File: src/hw/rtl/ata_pkg.sv
`timescale 1ns / 1ps
package ata_pkg;

   localparam int MediaSectors   = 64;
   localparam int WordsPerSector = 256;
   localparam int Drives         = 2;
   localparam int MediaWords     = Drives * MediaSectors * WordsPerSector;
   localparam int MediaAw        = $clog2(MediaWords);
   localparam int SecAw          = $clog2(MediaSectors);
   localparam int DrvAw          = (Drives > 1) ? $clog2(Drives) : 1;

   // register offsets
   localparam logic [3:0] OFF_DATA    = 4'd0;
   localparam logic [3:0] OFF_ERROR   = 4'd1;
   localparam logic [3:0] OFF_COUNT   = 4'd2;
   localparam logic [3:0] OFF_LBA0    = 4'd3;
   localparam logic [3:0] OFF_LBA1    = 4'd4;
   localparam logic [3:0] OFF_LBA2    = 4'd5;
   localparam logic [3:0] OFF_DEVSEL  = 4'd6;
   localparam logic [3:0] OFF_STATUS  = 4'd7;
   localparam logic [3:0] OFF_CONTROL = 4'd8;

   // configuration indexes
   localparam logic [2:0] CSR_PRESENT = 3'd0;
   localparam logic [2:0] CSR_TOTAL   = 3'd1;
   localparam logic [2:0] CSR_CYL     = 3'd2;
   localparam logic [2:0] CSR_HEADS   = 3'd3;
   localparam logic [2:0] CSR_SPT     = 3'd4;

   // commands
   localparam logic [7:0] CMD_READ  = 8'h20;
   localparam logic [7:0] CMD_WRITE = 8'h30;
   localparam logic [7:0] CMD_IDENT = 8'hEC;
   localparam logic [7:0] CMD_DIAG  = 8'h90;

   localparam logic [7:0] ST_READY = 8'h40;
   localparam logic [7:0] ST_DRQ   = 8'h48;
   localparam logic [7:0] ST_FAIL  = 8'h41;
   localparam logic [7:0] ERR_IDNF = 8'h10;
   localparam logic [7:0] ERR_ABRT = 8'h04;
   localparam logic [7:0] ERR_DIAG = 8'h01;

   typedef enum logic [1:0] {
      XFER_IDLE  = 2'd0,
      XFER_READ  = 2'd1,
      XFER_WRITE = 2'd2,
      XFER_IDENT = 2'd3
   } xfer_type;

   // classified access handed from front to back
   typedef struct packed {
      logic        wr;
      logic [3:0]  off;
      logic [15:0] wdata;
   } acc_type;

endpackage

File: src/hw/rtl/ata_front.sv
`timescale 1ns / 1ps
// Input side: takes items into a two-entry queue.
module ata_front import ata_pkg::*; (
   input  logic        clock,
   input  logic        reset,
   input  logic        req_valid,
   output logic        req_stall,
   input  logic        req_cmd,
   input  logic [3:0]  req_reg_offset,
   input  logic [15:0] req_write_data,
   output logic        q_valid,
   output acc_type     q_data,
   input  logic        q_pop
);
   acc_type    mem_ff [2];
   logic [1:0] cnt_ff, cnt_in;
   logic       rd_ff, rd_in, wp_ff, wp_in;
   logic       push;

   assign req_stall = (cnt_ff == 2'd2);
   assign push      = req_valid && !req_stall;
   assign q_valid   = (cnt_ff != 2'd0);
   assign q_data    = mem_ff[rd_ff];

   always_comb begin
      cnt_in = cnt_ff + {1'b0, push} - {1'b0, q_pop};
      wp_in  = wp_ff ^ push;
      rd_in  = rd_ff ^ q_pop;
   end

   always_ff @(posedge clock) begin
      if (reset) begin
         cnt_ff <= '0;
         rd_ff  <= 1'b0;
         wp_ff  <= 1'b0;
      end else begin
         cnt_ff <= cnt_in;
         rd_ff  <= rd_in;
         wp_ff  <= wp_in;
      end
      if (push) mem_ff[wp_ff] <= '{wr: req_cmd, off: req_reg_offset, wdata: req_write_data};
   end
endmodule

File: config.mk
export PLATFORM = sky130hd
export DESIGN_NAME = ata_front
export DESIGN_NICKNAME = d
export VERILOG_FILES = /design/src/hw/rtl/ata_pkg.sv /design/src/hw/rtl/ata_front.sv
export SDC_FILE = /design/constraint.sdc
export NUM_CORES = 1
export LEC_CHECK = 0
export BUFFER_PORTS_ARGS = -buffer_cell sky130_fd_sc_hd__buf_2
export CAP_MARGIN = 20
export CORE_UTILIZATION = 50
export CTS_BUF_LIST = sky130_fd_sc_hd__clkbuf_8
export DETAILED_ROUTE_END_ITERATION = 16
export PLACE_DENSITY = 0.73
export RECOVER_POWER = 25
export SETUP_SLACK_MARGIN = 0.02
export SYNTH_ARGS = -nofsm -noshare
export SYNTH_HDL_FRONTEND = slang
export SYNTH_SLANG_ARGS = --single-unit
File: constraint.sdc
create_clock -name clock -period 1.76 [get_ports clock]
set_input_delay 0.352 -clock clock [delete_from_list [all_inputs] [get_ports clock]]
set_output_delay 0.352 -clock clock [all_outputs]
set_load 0.02 [all_outputs]
Word-level counts from Yosys, hierarchy flattened. Memories as Yosys holds them, arrays and structs flattened. A register that Yosys moved wholly into a read port is not among the register bits. Index checks and enable logic that the tools add are counted.

Add/subtract/negate cells: 2. Equal/unequal tests: 1. Mux-type cells: 3. Bitwise gates (word level): 2. Reductions and logical operators: 3.

Operators by type and width (count): two-way mux 1 bit (3); adder 2 x 1 -> 2 bit (1); == test 2 bit, second input constant (1); nonzero test 2 bit (1); subtractor 2 x 1 -> 2 bit (1); XOR 1 bit (2); logical AND 1 bit (1); zero test 1 bit (1).

Flip-flop bits (word level): 4. RAM bits: 42. Output and inout bits: 23. Memories kept: 1.

Memory list: mem_ff (depth 2, bits a word 21, rd ports 1, clocked after memory_dff 1, wr ports 1, RTL line ata_front.sv:15) `acc_type mem_ff [2];`.

Depth between registers and ports, before layout. Gate-level depths: netlist of the first run.

Depth in word-level cells: 5. Depth in mapped cells: 7. Depth with buffers taken out: 7.

Worst setup path before layout of the first run. No wires, ideal clock.

Path type: reg-to-reg. From: register cnt_ff[1]. To: memory mem_ff[1][0] (netlist name), enable pin. Library setup time: 379 ps. Arrival: 1192 ps. Data required time: 1381 ps. Path slack: 188 ps. Stages on the path, launching flop included: 4. Buffers on the path: 0. Clock period less this slack: 1572 ps. Cell sequence: dfxtp_1 or2b_1 and2_1 ha_1.

Longest elaborated chain between the ends: 5.

Ends and longest elaborated chain: from (decl) (RTL line ata_front.sv:16) `logic [1:0] cnt_ff, cnt_in;`; from (signal assigned) (RTL line ata_front.sv:37) `cnt_ff <= cnt_in;`; == test 2 bit (RTL line ata_front.sv:20) `assign req_stall = (cnt_ff == 2'd2);`; zero test 1 bit (RTL line ata_front.sv:21) `assign push = req_valid && !req_stall;`; logical AND 1 bit (RTL line ata_front.sv:21); two-way mux 1 bit (RTL line ata_front.sv:41) `if (push) mem_ff[wp_ff] <= '{wr: req_cmd, off: req_reg_offset, wdata: req_write_data};`; two-way mux 1 bit (not written as such) (RTL line ata_front.sv:41); to (decl) (RTL line ata_front.sv:15).

Every way passes these cells.

==> results.cfg, run 1 <==
[run_status]
run_status = complete, no violations

[worst_hold_path]
holdCritStartpoint = req_write_data[7]
hold_path_depth = 1
hold_path_end = mem_ff[1][7]
hold_path.class = in2reg

[sta]
timing.hold.ws_ps = 246
fmax_ghz = 0.593
hold_viol = 0
slew_headroom_pct = 81.4
rsz0062_at_grt = no
fin_worst_skew_ps = 3.97
finalCritPeriodShare_pct = 95.8
finalMaxSlewViolations = 0
fin_tns_setup_ps = 0
finalCriticalPeriod_ps = 1690
fin_ws_ps = 74.7
worstMarginPinSlew_ps = 279
finalSetupViolCount = 0

[yosys]
synth-seq-area-share_pct = 77.3
synth_cell_types = 14
ys_ff_latch = 46
synth_area_um2 = 1730
synth_area_per_cell_um2 = 20.2
synth_warnings = 0
syn_inst = 86
syn_nets = 115

[cells_and_area]
final_cell_mix = buf_2, edfxtp_1, mux2_2, clkbuf_8
n_antenna_cell = 0
layout_commonest_cell = buf_2
stdcell_count = 188
fill_cells = 268
area_delta_synth_final_pct = 23.5
utilization_pct = 64.2
post-route-cell-area_um2 = 2140
drive_gt1_share_pct = 54.2
nNetsFinal = 171

[cts]
cts_hold_buf = 0
clock_sinks = 46
cts_root_buf = clkbuf_8
numCtsBuffers = 5
clk_pin_slew_ps = 80
cts_setup_buffers = 0
cts_htree_levels = 2
cts_tree = done
cts_buffer_depth = 2
worstSkewPairLatency_ps = 290

[routing]
routed-via-count = 903
postRouteAntennaNets = 0
firstDrtPassIters = 6
drcViolationCount = 0
drtIter0Drc = 29
routedWlPerCell_um = 13.3
vias_per_cell = 4.80
wirelength_um = 2500

[pwr]
irDropWorstVdd_mv = 0.735
total_power_mw = 2.80
p_leak_nw = 0.843
power_density_nw_per_um2 = 1310

[place]
io_buffers = 47
gp_congestion = 0.668
dp_hpwl_um = 1730
placed_cells = 181
placed_area_um2 = 2030
pre_cts_ws_ps = 309

[worst_setup_path]
r2r-start = cnt_ff[1]
critical_path.endpoint_type = output port
reg2reg_depth = 4
slowest_stage = dfxtp_1
path_class = reg2out
critPathBufInv = 2
arrival_ps = 1330
rr_endpoint = mem_ff[0][13]
crit_chain = buf_4 -> mux2_2 -> buf_2
required_ps = 1410
slowest_delay_ps = 360
critPathTopFamily = flip-flops
cp_max_fo = 7
r2r_setup_slack_ps = 280
critPathLaunchType = register

[grt]
grt_pass1_wl_um = 3540
grt_pass1_vias = 884
overflow = 0
grt_max_degree = 22
antenna_found_initial = 0
grt_usage_pct = 14.5

[die]
pin_count = 48
fp.coreArea_um2 = 3340
fp-row-count = 21
die_y_um = 60.9
die_area_um2 = 3710
fp.dieW_um = 60.9
initial_core_util_pct = 52.0

[run]
cap_violations = 0
-- synthesized netlist by cell type --
| library cell | n | area [µm²] |
|---|---|---|
| and2_1 | 1 | 6.26 |
| buf_6 | 2 | 22.5 |
| dfxtp_1 | 4 | 80.1 |
| edfxtp_1 | 42 | 1260 |
| ha_1 | 4 | 50.1 |
| inv_1 | 3 | 11.3 |
| mux2_2 | 21 | 236 |
| nand2_1 | 1 | 3.75 |
| nor2_1 | 3 | 11.3 |
| nor2b_1 | 1 | 6.26 |
| or2_2 | 1 | 6.26 |
| or2b_1 | 1 | 7.51 |
| xnor2_1 | 1 | 8.76 |
| xnor3_1 | 1 | 22.5 |
-- flip-flops by register name, summed over array words and instances, names as in the netlist --
| signal | cells |
|---|---|
| cnt_ff | 2 |
| mem_ff | 42 |
| rd_ff | 1 |
| wp_ff | 1 |
-- metal layers --
layer	vias up	track usage, %	routed length [µm]
met5	-	0	0
met4	0	9.74	53
met3	7	5.33	152
met2	31	25.6	1310
met1	432	14.1	988
li1	433	-	-
-- cell families (layout without fill, tap and decap cells) --
group                    after synthesis  in the layout  synth area share [%]
flip-flops                            46             46                  77.3
buffers and inverters                  5             61                  1.95
AND/OR/NAND/NOR                        8              8                  2.38
XOR/XNOR                               2              2                  1.80
multiplexers                          21             21                  13.6
adder cells (fa/ha/maj)                4              4                  2.89
-- report_power, final --
group          total [mW]  leakage [nW]  internal [mW]  switching (mW)
Combinational       0.647         0.366          0.273           0.374
Clock               0.716        0.0517          0.410           0.306
Sequential           1.44         0.425           1.40          0.0442
-- how the worst max path moves through the flow --
stage | from | end | slack, ps | cells after the start
2_1_floorplan | cnt_ff[1] | mem_ff[1][0] | 190 | 3
3_3_place_gp | rd_ff | q_data[14] | 350 | 3
3_5_place_dp | cnt_ff[1] | mem_ff[0][10] | 310 | 4
4_1_cts | rd_ff | q_data[1] | 50 | 3
5_1_grt | rd_ff | q_data[9] | 20 | 3
6_report | rd_ff | q_data[18] | 70 | 3
-- area by class of cell --
type / count / area (µm²) / share of cell area [%]
clock inverters: 2 / 33.8 / 1.58
inverters: 3 / 11.3 / 0.526
repair buffers: 51 / 270 / 12.6
flip-flops and latches: 46 / 1340 / 62.6
multi-input cells: 35 / 359 / 16.8
well taps: 46 / 57.6 / 2.69
clock buffers: 5 / 68.8 / 3.21
-- timing repair --
action                                  in CTS  in global routing
gates cloned                                 0                  0
gates resized for setup                      1                  1
endpoints found under the setup margin       3                  3
Note: power is estimated with default switching activity, not from simulation.
==> run 2: changes to the inputs <==
--- a/config.mk
+++ b/config.mk
@@ -7,6 +7,7 @@
 export LEC_CHECK = 0
 export BUFFER_PORTS_ARGS = -buffer_cell sky130_fd_sc_hd__buf_2
 export CAP_MARGIN = 20
+export CORE_MARGIN = 4
 export CORE_UTILIZATION = 50
 export CTS_BUF_LIST = sky130_fd_sc_hd__clkbuf_8
 export DETAILED_ROUTE_END_ITERATION = 16
==> run 2 against run 1 <==
Net effect: worst setup slack gained 29 ps; critical path depth is the same; sequential share of layout area shrank 1.3 points; first-iteration DRC count shrank 45%; count of clock-buffer cells in the layout is the same; combinational power grew 4.2%; die area grew 21%; wire length grew 8.1%; critical path type unchanged.
==> results.cfg, run 2 (synthesized netlist as in run 1, its figures left out) <==
[worst_setup_path]
slowest_delay_ps = 380
required_ps = 1410
critPathTopFamily = flip-flops
critPathBufInv = 2
reg2reg_depth = 7
arrival_ps = 1300
critical_path.endpoint_type = output port
slowest_stage = dfxtp_4
critPathLaunchType = register
cp_max_fo = 9
r2r-start = cnt_ff[1]
rr_endpoint = cnt_ff[1]
crit_chain = clkbuf_16 -> mux2_2 -> buf_2
path_class = reg2out
r2r_setup_slack_ps = 300

[sta]
fmax_ghz = 0.604
finalSetupViolCount = 0
slew_headroom_pct = 90.0
worstMarginPinSlew_ps = 151
finalMaxSlewViolations = 0
rsz0062_at_grt = no
hold_viol = 0
finalCriticalPeriod_ps = 1660
finalCritPeriodShare_pct = 94.1
fin_worst_skew_ps = 7.74
fin_tns_setup_ps = 0

[routing]
wirelength_um = 2700
routed-via-count = 892
postRouteAntennaNets = 0
drcViolationCount = 0
routedWlPerCell_um = 14.1
drtIter0Drc = 16
firstDrtPassIters = 4
vias_per_cell = 4.65

[cells_and_area]
layout_commonest_cell = buf_2
fill_cells = 252
regArea_um2 = 1350
drive_gt1_share_pct = 54.8
nNetsFinal = 174
utilization_pct = 65.7
regMostFlops = mem_ff
reg.largest.list = mem_ff: 42 flops, cnt_ff: 2 flops
area_delta_synth_final_pct = 26.5
largest_register_ffs = 42
n_antenna_cell = 0
multi_input_area_um2 = 359
final_cell_mix = buf_2, edfxtp_1, mux2_2

[pwr]
switching_power_uw = 724
power_frac_seq_pct = 51.0
combPwrFrac_pct = 23.8
swShare_pct = 25.6
irDropWorstVdd_mv = 0.754
p_leak_nw = 0.873
pwr-share-clk_pct = 25.2
p_int_mw = 2.11
power_density_nw_per_um2 = 1290

[cts]
numCtsBuffers = 5
clock_sinks = 46
cts_buffer_depth = 2
clk_pin_slew_ps = 80
cts_root_buf = clkbuf_8
cts_tree = done
cts_hold_buf = 0
cts_htree_levels = 2
worstSkewPairLatency_ps = 280

[place]
io_buffers = 47
gp_congestion = 0.640
dp_hpwl_um = 1980

[die]
fp.dieW_um = 66.9
fp.coreArea_um2 = 3340
die_y_um = 66.9
initial_core_util_pct = 52.0
die_area_um2 = 4470
pin_count = 48
fp-row-count = 21

[worst_hold_path]
hold_path_depth = 1
hold_path_end = mem_ff[0][1]
holdCritStartpoint = req_write_data[1]
hold_path.class = in2reg

[grt]
overflow = 0
grt_pass1_wl_um = 4230
grt_usage_pct = 13.5
grt_max_degree = 20
grt_pass1_vias = 958
antenna_found_initial = 0

[run]
cap_violations = 0

[run_status]
run_status = complete, no violations
==> run 2: cell count changes in the layout (fill, tap and decap cells not counted), sizes merged <==
cell | previous run | this run
clkbuf | 7 | 9
inv | 3 | 5
buf | 49 | 50
clkinv | 1 | 0
==> run 2: per-layer routing <==
metal	GRT usage (%)	wire length, µm	vias to the layer above
li1	-	-	439
met1	14.1	979	421
met2	24.0	1500	27
met3	3.88	176	5
met4	7.59	46	0
met5	0	0	-
==> run 2: through the flow <==
| stage | cells | hold WS (ps) | worst slack [ps] | cell area (µm²) | power [mW] |
|---|---|---|---|---|---|
| 2_1_floorplan | 86 | 419 | 188 | 1730 | 1.91 |
| 3_3_place_gp | 182 | 539 | 289 | 2050 | 2.11 |
| 3_5_place_dp | 182 | 545 | 264 | 2050 | 2.14 |
| 4_1_cts | 190 | 243 | 23.0 | 2160 | 2.86 |
| 5_1_grt | 192 | 242 | 48.7 | 2190 | 2.99 |
| 6_report | 192 | 253 | 104 | 2190 | 2.83 |
==> run 2: worst max-delay path by stage <==
stage / start / endpoint / cells after the start
global placement: rd_ff / q_data[3] / 3
CTS: rd_ff / q_data[17] / 3
floorplan: cnt_ff[1] / mem_ff[1][0] / 3
finish: rd_ff / q_data[2] / 3
detailed placement: rd_ff / q_data[17] / 3
global route: rd_ff / q_data[1] / 3
==> run 2: repair_timing <==
| action | in CTS | in global routing |
|---|---|---|
| endpoints found under the hold margin | 0 | 0 |
| gates cloned | 0 | 1 |
| setup buffers | 0 | 1 |
| setup endpoints to repair | 19 | 19 |
| gates resized for setup | 1 | 1 |
==> run 2: power groups by stage <==
stage / logic, mW / registers [mW] / clock network (mW)
after floorplan: 0.454 / 1.45 / 0
after global placement: 0.654 / 1.46 / 0
after detailed placement: 0.669 / 1.47 / 0
after CTS: 0.674 / 1.45 / 0.739
after global routing: 0.742 / 1.46 / 0.788
final: 0.674 / 1.44 / 0.715
==> run 2: area by class of cell <==
type	count	share of cell area, %
Tap cell	46	2.62
Sequential cell	46	61.3
Inverter	3	0.513
Clock inverter	3	1.71
Clock buffer	5	3.14
Timing Repair Buffer	54	14.3
Multi-Input combinational cell	35	16.4
==> run 3: changes to the inputs <==
--- a/config.mk
+++ b/config.mk
@@ -8,10 +8,10 @@
 export BUFFER_PORTS_ARGS = -buffer_cell sky130_fd_sc_hd__buf_2
 export CAP_MARGIN = 20
 export CORE_MARGIN = 4
-export CORE_UTILIZATION = 50
+export CORE_UTILIZATION = 53
 export CTS_BUF_LIST = sky130_fd_sc_hd__clkbuf_8
 export DETAILED_ROUTE_END_ITERATION = 16
-export PLACE_DENSITY = 0.73
+export PLACE_DENSITY = 0.77
 export RECOVER_POWER = 25
 export SETUP_SLACK_MARGIN = 0.02
 export SYNTH_ARGS = -nofsm -noshare
==> run 3 against run 2 <==
Net effect: clock power fell by 20%; maximum frequency down 2.1%; wire length up 0.89%; clock skew down 5.5 ps; critical path type unchanged.
==> results.cfg, run 3 (synthesized netlist as in run 1, its figures left out) <==
[cts]
clk_pin_slew_ps = 70
cts_root_buf = clkbuf_8
cts_tree = done
worstSkewPairLatency_ps = 290
cts_hold_buf = 0
cts.repair.resized = 0
numCtsBuffers = 5
cts_buffer_depth = 2
cts_htree_levels = 2
cts_setup_buffers = 0
clock_sinks = 46

[cells_and_area]
reg.largest.list = mem_ff: 42 flops, cnt_ff: 2 flops
stdcell_count = 189
largest_register_ffs = 42
regArea_um2 = 1340
layout_commonest_cell = edfxtp_1
nNetsFinal = 173
multi_input_area_um2 = 359
n_antenna_cell = 0
regMostFlops = mem_ff
area_delta_synth_final_pct = 22.7
final_cell_mix = edfxtp_1, buf_2, mux2_2, clkbuf_1, clkbuf_8
fill_cells = 240
drive_gt1_share_pct = 51.7

[routing]
postRouteAntennaNets = 0
wirelength_um = 2730
routed-via-count = 926
routedWlPerCell_um = 14.4
firstDrtPassIters = 4
vias_per_cell = 4.90
drcViolationCount = 0
drtIter0Drc = 27

[worst_setup_path]
rr_endpoint = cnt_ff[1]
r2r-start = cnt_ff[1]
reg2reg_depth = 7
arrival_ps = 1340
critPathLaunch = rd_ff
slowest_stage = dfxtp_1
r2r_setup_slack_ps = 300
slowest_delay_ps = 360
required_ps = 1410
critical_path.endpoint_type = output port
crit_chain = buf_6 -> mux2_2 -> buf_2
critPathLaunchType = register
cp_max_fo = 12
worstSetupEndpoint = q_data[17]
path_class = reg2out

[grt]
antenna_found_initial = 0
grt_max_degree = 14
grt_pass1_wl_um = 4530
overflow = 0
grt_usage_pct = 14.9
grt_pass1_vias = 1031

[die]
fp.dieW_um = 65.2
die_area_um2 = 4250
pin_count = 48
die_y_um = 65.2
initial_core_util_pct = 55.9
fp.coreArea_um2 = 3100
fp-row-count = 20

[worst_hold_path]
hold_path.class = in2reg

[sta]
fin_tns_setup_ps = 0
finalCritPeriodShare_pct = 96.1
finalMaxSlewViolations = 0
worstMarginPinSlew_ps = 176
finalCriticalPeriod_ps = 1690
hold_viol = 0
fin_worst_skew_ps = 2.21
slew_headroom_pct = 88.3
finalSetupViolCount = 0
fmax_ghz = 0.591
rsz0062_at_grt = yes

[pwr]
irDropWorstVdd_mv = 0.835
p_leak_nw = 0.837
power_density_nw_per_um2 = 1260

[place]
placed_cells = 181
io_buffers = 47
gp_congestion = 0.670
dp_hpwl_um = 1990

[run_status]
run_status = complete, no violations

[run]
cap_violations = 0
==> run 3: stage by stage <==
stage               hold WS [ps]  power [mW]  worst slack [ps]  instance area (µm²)  utilization (%)
floorplan                    419        1.91               188                 1730                -
global placement             539        2.11               378                 2050             66.0
detailed placement           544        2.14               298                 2050             66.0
CTS                          236        2.72              36.5                 2130             68.6
global route                 231        2.85              5.27                 2130             68.6
finish                       249        2.68              68.3                 2130             68.6
==> run 3: area by class of cell <==
cell class	count	share of cell area (%)
multi-input combinational	35	16.9
sequential	46	63.0
timing repair buffer	53	13.2
tap	44	2.59
clock buffer	5	3.23
clock inverter	3	0.588
inverter	3	0.529
==> run 3: worst min-delay path by stage <==
stage	start	cells past startpoint	to	slack, ps
CTS	req_write_data[0]	1	mem_ff[0][0]	240
global route	req_write_data[14]	1	mem_ff[1][14]	230
floorplan	reset	1	wp_ff	420
detailed placement	req_write_data[0]	1	mem_ff[0][0]	540
global placement	wp_ff	3	wp_ff	540
finish	req_write_data[0]	1	mem_ff[1][0]	250
==> run 3: routing by layer <==
layer	global-route usage (%)	share of wire, %
met1	15.7	38
met3	7.18	10
met2	25.5	51
met5	0	0
met4	6.22	1.2
==> run 3: critical path: cells and delay by family (launching register included) <==
| family | cells | cell delay (ps) |
|---|---|---|
| DFF | 1 | 360 |
| muxes | 1 | 350 |
| buffers and inverters | 2 | 340 |
==> run 3: where the power goes <==
part           switching [mW]  internal (mW)  total [mW]
Clock                   0.307          0.267       0.574
Combinational           0.382          0.286       0.667
Sequential             0.0459           1.40        1.44
